$ cat config.mk
export PLATFORM = sky130hd
export DESIGN_NAME = arcball_zsqrt
export DESIGN_NICKNAME = d
export VERILOG_FILES = /design/src/design/arcball_pkg.sv /design/src/design/arcball_zsqrt.sv
export SDC_FILE = /design/constraint.sdc
export NUM_CORES = 2
export LEC_CHECK = 0
export BUFFER_PORTS_ARGS = -buffer_cell sky130_fd_sc_hd__buf_2
export CAP_MARGIN = 20
export CORE_MARGIN = 1
export CORE_UTILIZATION = 56
export DETAILED_ROUTE_END_ITERATION = 8
export GPL_TIMING_DRIVEN = 0
export PLACE_DENSITY_LB_ADDON = 0.1
export REMOVE_ABC_BUFFERS = 1
export SETUP_SLACK_MARGIN = 0.15
export SLEW_MARGIN = 20
export SYNTH_ARGS = -nofsm -noshare
export SYNTH_HDL_FRONTEND = slang
export SYNTH_SLANG_ARGS = --single-unit
$ cat constraint.sdc
create_clock -name clk -period 7.44 [get_ports clk]
set_input_delay 0.372 -clock clk [delete_from_list [all_inputs] [get_ports clk]]
set_output_delay 0.372 -clock clk [all_outputs]
set_load 0.02 [all_outputs]
$ cat src/design/arcball_pkg.sv
// Shared widths, register indexes and stage-to-stage records for the arcball mapper.
// No dependencies; every other design file imports this package.
package arcball_pkg;

  // Coordinate and fraction widths
  localparam int COORD_W  = 12;
  localparam int FRAC_W   = 14;

  // Derived datapath widths
  localparam int MAG_W    = COORD_W + 1;        // |2x - w|, |h - 2y|
  localparam int PROD_W   = 2 * COORD_W + 1;    // a = mx*h, b = my*w, c = w*h
  localparam int SQ_W     = 2 * PROD_W;         // a^2, b^2, c^2
  localparam int NORM_W   = 31;                 // normalised direction, msb at bit 30
  localparam int NORM_TOP = NORM_W - 1;
  localparam int SH_W     = $clog2(NORM_W);     // normalising shift amount
  localparam int RAD_W    = 2 * NORM_W + 1;     // an^2 + bn^2
  localparam int ROOT_W   = 32;                 // floor(sqrt(an^2 + bn^2))
  localparam int LREM_W   = 2 * ROOT_W;         // remainder of the length root
  localparam int Q_W      = FRAC_W + 1;         // quotient / z magnitude, up to 1.0
  localparam int NUM_W    = NORM_W + FRAC_W + 2;
  localparam int DEN_W    = ROOT_W + 1;
  localparam int ZV_W     = 2 * FRAC_W + 1;     // 1 - x^2 - y^2 in Q1.28
  localparam int ZREM_W   = ZV_W + 1;
  localparam int XY_W     = 16;
  localparam int Z_W      = 15;
  localparam int CFG_ADDR_W = 1;

  // Register indexes
  localparam logic [CFG_ADDR_W-1:0] REG_VIEW_WIDTH  = 1'b0;
  localparam logic [CFG_ADDR_W-1:0] REG_VIEW_HEIGHT = 1'b1;

  localparam logic [COORD_W-1:0] VIEW_WIDTH_RST  = COORD_W'(640);
  localparam logic [COORD_W-1:0] VIEW_HEIGHT_RST = COORD_W'(480);

  localparam logic [Q_W-1:0] ONE_Q = Q_W'(1) << FRAC_W;

  // Everything the later stages need from the front end
  typedef struct packed {
    logic               negx;
    logic               negy;
    logic               in_disk;
    logic [MAG_W-1:0]   mx;
    logic [MAG_W-1:0]   my;
    logic [COORD_W-1:0] w;
    logic [COORD_W-1:0] h;
    logic [NORM_W-1:0]  an;
    logic [NORM_W-1:0]  bn;
  } arcball_side_t;

  // Planar result and its flags
  typedef struct packed {
    logic           negx;
    logic           negy;
    logic           in_disk;
    logic [Q_W-1:0] qx;
    logic [Q_W-1:0] qy;
  } arcball_res_t;

endpackage

$ cat src/design/arcball_zsqrt.sv
// Height on the sphere: squares of the planar components, 1 - x^2 - y^2 and
// a pipelined rounded square root. Uses arcball_pkg.
module arcball_zsqrt
  import arcball_pkg::*;
(
  input  logic                clk,
  input  logic                rst,
  input  logic                ce,
  input  logic                in_vld,
  input  arcball_res_t        in_res,
  output logic                out_vld,
  output arcball_res_t        out_res,
  output logic [Q_W-1:0]      out_z
);

  localparam logic [ZREM_W-1:0] ONE2 = ZREM_W'(1) << (2 * FRAC_W);

  logic              vlda, vldb;
  arcball_res_t      resa, resb;
  logic [2*Q_W-1:0]  sqx, sqy;
  logic [ZREM_W-1:0] ssum;
  logic [ZV_W-1:0]   vz;

  logic              vld  [1:Q_W];
  arcball_res_t      res  [1:Q_W];
  logic [Q_W-1:0]    root [1:Q_W];
  logic [ZREM_W-1:0] rem  [1:Q_W];

  always_ff @(posedge clk) begin
    if (rst) begin
      vlda <= 1'b0;
      vldb <= 1'b0;
    end else if (ce) begin
      vlda <= in_vld;
      vldb <= vlda;
    end
  end

  // Square the components, then take 1 - x^2 - y^2, floored at zero
  assign ssum = ZREM_W'(sqx) + ZREM_W'(sqy);

  always_ff @(posedge clk) begin
    if (ce) begin
      resa <= in_res;
      sqx  <= (2*Q_W)'(in_res.qx) * (2*Q_W)'(in_res.qx);
      sqy  <= (2*Q_W)'(in_res.qy) * (2*Q_W)'(in_res.qy);
      resb <= resa;
      vz   <= (ssum >= ONE2) ? '0 : ZV_W'(ONE2 - ssum);
    end
  end

  for (genvar k = 0; k < Q_W; k++) begin : g_stage
    localparam int B = Q_W - 1 - k;
    logic              v_in;
    arcball_res_t      s_in;
    logic [Q_W-1:0]    r_in;
    logic [ZREM_W-1:0] m_in;
    logic [ZREM_W-1:0] trial;
    logic              take;

    if (k == 0) begin : g_first
      assign v_in = vldb;
      assign s_in = resb;
      assign r_in = '0;
      assign m_in = ZREM_W'(vz);
    end else begin : g_rest
      assign v_in = vld[k];
      assign s_in = res[k];
      assign r_in = root[k];
      assign m_in = rem[k];
    end

    // Try the next root bit
    assign trial = (ZREM_W'(r_in) << (B + 1)) | (ZREM_W'(1) << (2 * B));
    assign take  = m_in >= trial;

    always_ff @(posedge clk) begin
      if (rst) begin
        vld[k+1] <= 1'b0;
      end else if (ce) begin
        vld[k+1] <= v_in;
      end
    end

    always_ff @(posedge clk) begin
      if (ce) begin
        res[k+1]  <= s_in;
        root[k+1] <= take ? (r_in | (Q_W'(1) << B)) : r_in;
        rem[k+1]  <= take ? (m_in - trial) : m_in;
      end
    end
  end

  // Round to nearest: step up when the remainder exceeds the root
  assign out_z   = (rem[Q_W] > ZREM_W'(root[Q_W])) ? (root[Q_W] + Q_W'(1)) : root[Q_W];
  assign out_vld = vld[Q_W];
  assign out_res = res[Q_W];

endmodule

* Word level (Yosys, flattened, before mapping) *
Memories as Yosys holds them, arrays and structs flattened.
Index checks and enable logic that the tools add are counted.

operators by class
  add/subtract/negate cells = 18
  $mul = 2
  div/mod/pow operators = 0
  order comparisons = 17
  eq/ne operators = 0
  shift operators = 0
  muxes and demuxes = 52
  bitwise gates (word level) = 15
  reductions and logical operators = 0

operator list
  cell                                                   number
  2-to-1 mux 30 bit                                      15
  multiplier 15 x 15 -> 30 bit                           2
  adder 30 bit                                           1
  >= comparator 30 x 16 -> 1 bit                         1
  >= comparator 30 x 17 -> 1 bit                         1
  >= comparator 30 x 18 -> 1 bit                         1
  >= comparator 30 x 19 -> 1 bit                         1
  >= comparator 30 x 20 -> 1 bit                         1
  >= comparator 30 x 21 -> 1 bit                         1
  >= comparator 30 x 22 -> 1 bit                         1
  >= comparator 30 x 23 -> 1 bit                         1
  >= comparator 30 x 24 -> 1 bit                         1
  >= comparator 30 x 25 -> 1 bit                         1
  >= comparator 30 x 26 -> 1 bit                         1
  >= comparator 30 x 27 -> 1 bit                         1
  >= comparator 30 x 28 -> 1 bit                         1
  >= comparator 30 x 29 -> 1 bit                         1
  >= comparator 30 x 29 -> 1 bit, second input constant  1
  greater-than comparator 30 x 15 -> 1 bit               1
  2-to-1 mux 15 bit                                      2
  subtractor 29 x 29 -> 30 bit, second input constant    1
  subtractor 30 x 16 -> 30 bit                           1
  subtractor 30 x 17 -> 30 bit                           1
  subtractor 30 x 18 -> 30 bit                           1
  29 further kinds                                       64

storage, ports and cells
  bits in registers = 157
  bits in latches = 0
  bits in writable memories = 1185
  memory bits (read-only) = 0
  memories = 4

memory list
  memory  words  bits a word  read ports  clocked after memory_dff  wr ports  line                 RTL
  res     15     33           15          0                         15        arcball_zsqrt.sv:25  arcball_res_t res [1:Q_W];
  rem     15     30           15          0                         15        arcball_zsqrt.sv:27  logic [ZREM_W-1:0] rem [1:Q_W];
  root    15     15           15          0                         15        arcball_zsqrt.sv:26  logic [Q_W-1:0] root [1:Q_W];
  vld     15     1            15          0                         15        arcball_zsqrt.sv:24  logic vld [1:Q_W];

* Longest topological paths before layout *
  depth after elaboration = 4
  mapped depth = 27
  mapped depth without buffers = 25

* Worst setup path before layout *
Ideal clock, no wire load.

  kind = input to register
  from = in in_res[15] in the netlist's numbering
  to = reg sqx[28], data pin
  arrival time = 6116 ps
  required time = 7182 ps
  setup slack = 1066 ps
  stages on the path = 24
  path through = clkbuf_1 -> and2_1 -> fa_1 -> inv_1 -> fa_1 -> inv_1 -> fa_1 -> inv_1 -> fa_1 -> inv_1 -> fa_1 -> inv_1 -> fa_1 -> inv_1 -> ha_1 -> and3_1 -> a221oi_1 -> o21a_1 -> o31ai_1 -> o211a_1 -> a221o_1 -> a21o_1 -> a21oi_1 -> xnor2_1

between the ends
  word-level cells in the longest chain between the ends = 1

ends and longest elaborated chain
  item                          line                 RTL
  start, declared               arcball_zsqrt.sv:10  input arcball_res_t in_res,
  multiplier 15 x 15 -> 30 bit  arcball_zsqrt.sv:45  sqx <= (2*Q_W)'(in_res.qx) * (2*Q_W)'(in_res.qx);
  end signal, assigned          arcball_zsqrt.sv:45
  end, declared                 arcball_zsqrt.sv:20  logic [2*Q_W-1:0] sqx, sqy;

Every way passes these cells.
A chain may end at the register's enable or synchronous reset.

* Final worst setup path *
  from = in in_res[23] in the netlist's numbering
  to = reg sqx[28], data pin

Same word-level chain as after synthesis.

==> results.py <==
metrics = {
    "power": {
        "cellLeakagePower_nw": 27.67,
        "power_density_mw_per_mm2": 375.6,
        "ir_drop_mv": 0.4455,
    },
    "flow_run": {
        "drv_cap": 0,
    },
    "synth": {
        "synth_warnings": 0,
        "ys.flop_type": "edfxtp_1",
        "synth-edff-count": 1231,
        "ys_async_sr_fraction_pct": 0,
        "ys_types": 94,
        "synth_cells": 4544,
        "syn_area_per_cell_um2": 13.59,
        "synth_area_leaders": "edfxtp_1 60%, fa_1 8.9%, ha_1 7.3%",
        "synth_top_area_cell": "edfxtp_1",
        "synth_top_area_share_pct": 59.86,
        "netlist_area_mm2": 0.06176,
        "seq_area_frac_synth_pct": 59.92,
        "yosys_register_bits": 1233,
    },
    "detailed_routing": {
        "drc": 0,
        "antenna_left": 0,
        "wl_per_cell_um": 15.96,
        "drt-total-wl_um": 100100,
        "num_vias": 33097,
        "drt_iter0_markers": 1786,
        "viasPerCell": 5.275,
        "dr.pass1.iters": 5,
    },
    "global_routing": {
        "gr-total-overflow": 0,
        "grt_max_degree": 155,
        "grt_pass1_vias": 34134,
        "antenna_found_initial": 0,
        "grt_pass1_wl_um": 166000,
        "grt_usage_pct": 18.61,
    },
    "placement": {
        "placed_cell_area_mm2": 0.06404,
        "gp_congestion": 0.8630,
        "portBuffers": 85,
        "hpwl_um": 71300,
    },
    "sta": {
        "maxSlewHeadroom_pct": 25.43,
        "post-route-period-util_pct": 85.49,
        "finalMaxSlewViolations": 0,
        "fmax_ghz": 0.1572,
        "rsz0062_at_grt": "false",
        "finClkSkew_ps": 24.86,
        "worst_pin_slew_ps": 1110,
        "hold_ws_ps": 81.41,
        "hold_viol": 0,
        "fin_crit_ps": 6361,
        "setup-violations-final": 0,
        "tns_ps": 0,
    },
    "worst_setup_path": {
        "startpoint_type": "input port",
        "cp_slowest_cell": "fa_1",
        "slowest_delay_ps": 550,
        "worstPathMaxFanout": 13,
        "cp_common_cell": "inv_1",
        "cp.required_ps": 7930,
        "path_class": "in -> reg",
        "cp_data_arrival_time_ps": 6850,
        "cp-end-kind": "flop",
    },
    "clocking": {
        "h-tree-depth": 4,
        "clk_pin_slew_ps": 60,
        "cts_buffer_depth": 3,
        "cts_buffers": 130,
        "postCtsSetupRepairBufs": 0,
        "clk-insertion-delay-late_ps": 740,
        "cts.sinks": 1233,
        "cts_root_buf": "clkbuf_16",
        "cts_resized": 0,
        "cts_tree": "built",
    },
    "layout": {
        "areaGrowthSynthToFinish_pct": 10.29,
        "drive_gt1_share_pct": 7.190,
        "n_fill_cell": 8316,
        "n_antenna_cell": 0,
        "nNetsFinal": 5375,
        "stdcell_area_mm2": 0.06811,
        "utilization_pct": 62.40,
        "seq_area_mm2": 0.03701,
        "multi_input_comb_area_mm2": 0.02204,
    },
    "die": {
        "io_pins": 86,
        "die-width_um": 334.1,
        "die_h_um": 334.1,
        "rows": 121,
        "dieArea_mm2": 0.1116,
        "core_area_mm2": 0.1092,
        "start_util_pct": 56.58,
    },
    "min_path": {
        "hp-class": "in -> reg",
    },
    "outcome": {
        "outcome": "finished clean",
    },
}
## final cells by class
type                       count  share of cell area (%)
multi-input combinational   2593                   32.36
inverter                     638                   3.516
clock inverter                67                  0.9222
tap                         1476                   2.711
sequential                  1233                   54.33
timing repair buffer         108                   1.194
clock buffer                 159                   4.967
## path summary, 6_finish.rpt
| check | startpoint | endpoint | slack, ps | cells after the start |
|---|---|---|---|---|
| worst max-delay path | in_res[23] | sqx[28] | 1080 | 25 |
| worst min-delay path | in_res[26] | resa[26] | 80 | 1 |
| worst max register to register | rem[0][422] | rem[0][477] | 2950 | 12 |
| worst min register to register | resa[5] | g_stage[0].s_in[5] | 400 | 0 |
## metal layers
metal  track usage, %  up-vias  routed length [um]
met5                0        -                   0
met4            8.442        0                3859
met3            2.922      218                3107
met2            35.19      440               54800
met1            20.35    16071               38330
li1                 -    16368                   -
## power breakdown
part,internal (mW),total [mW],switching (mW)
combinational,4.23,9.99,5.76
sequential,9.11,9.56,0.450
clock,3.45,6.03,2.59
## worst max-delay path: cells and delay by family
kind | cells | cell delay, ps
simple gates | 2 | 340
compound gates | 7 | 1900
buf+inv | 8 | 740
fa+ha+maj | 7 | 3370
xor+xnor | 1 | 90
## placed cells by master, fill, tap and decap left out, types with 54 or more instances in the layout
cell	count
a21oi_1	148
xnor2_1	146
inv_1	638
nand2_1	318
o21ai_0	141
buf_2	85
nand3_1	54
a21o_1	74
nor2_1	202
nor4_1	68
clkbuf_16	131
edfxtp_1	1231
xor2_1	126
and2_1	111
ha_1	358
nor3_1	76
fa_1	276
## flip-flops by register name, indices dropped and copies added (netlist names)
name	flops
sqx	28
resa	33
vlda	1
g_stage.v_in	1
vld	15
rem	450
sqy	28
root	120
vz	29
g_stage.s_in	33
res	495
## stage by stage
| step | power, mW | setup slack, ps | cells |
|---|---|---|---|
| after CTS | 25.98 | 1114 | 6274 |
| after global routing | 27.62 | 769.6 | 6274 |
| after detailed placement | 19.78 | 319.0 | 6042 |
| after global placement | 19.92 | -13450 | 6025 |
| after floorplan | 17.27 | 1184 | 4464 |
| final | 25.58 | 1079 | 6274 |
## Yosys cell counts (all sizes together), types with 47 or more instances
cell,number
nor3,78
xor2,126
fa,276
nand2,318
inv,638
a21oi,149
nor2,202
o21ai,144
clkbuf,69
edfxtp,1231
xnor2,146
a21o,75
nand3,54
o21a,47
nor4,69
and2,112
ha,358
## logic make-up after synthesis
| logic type | count (synthesis) | synth area share (%) |
|---|---|---|
| other | 1 | 0.006072 |
| multiplexers | 32 | 0.5632 |
| buffers and inverters | 719 | 4.459 |
| adder cells (fa/ha/maj) | 634 | 16.20 |
| flip-flops | 1233 | 59.92 |
| XOR/XNOR | 272 | 3.858 |
| AND/OR/NAND/NOR | 1061 | 8.645 |
| AO/OA/AOI/OAI | 592 | 6.348 |
## timing repair
action / in CTS / in global routing
hold buffers: 6 / 0
endpoints found under the hold margin: 11 / 0
setup endpoints to repair: 0 / 0
Power figures use the tool's default switching activity.
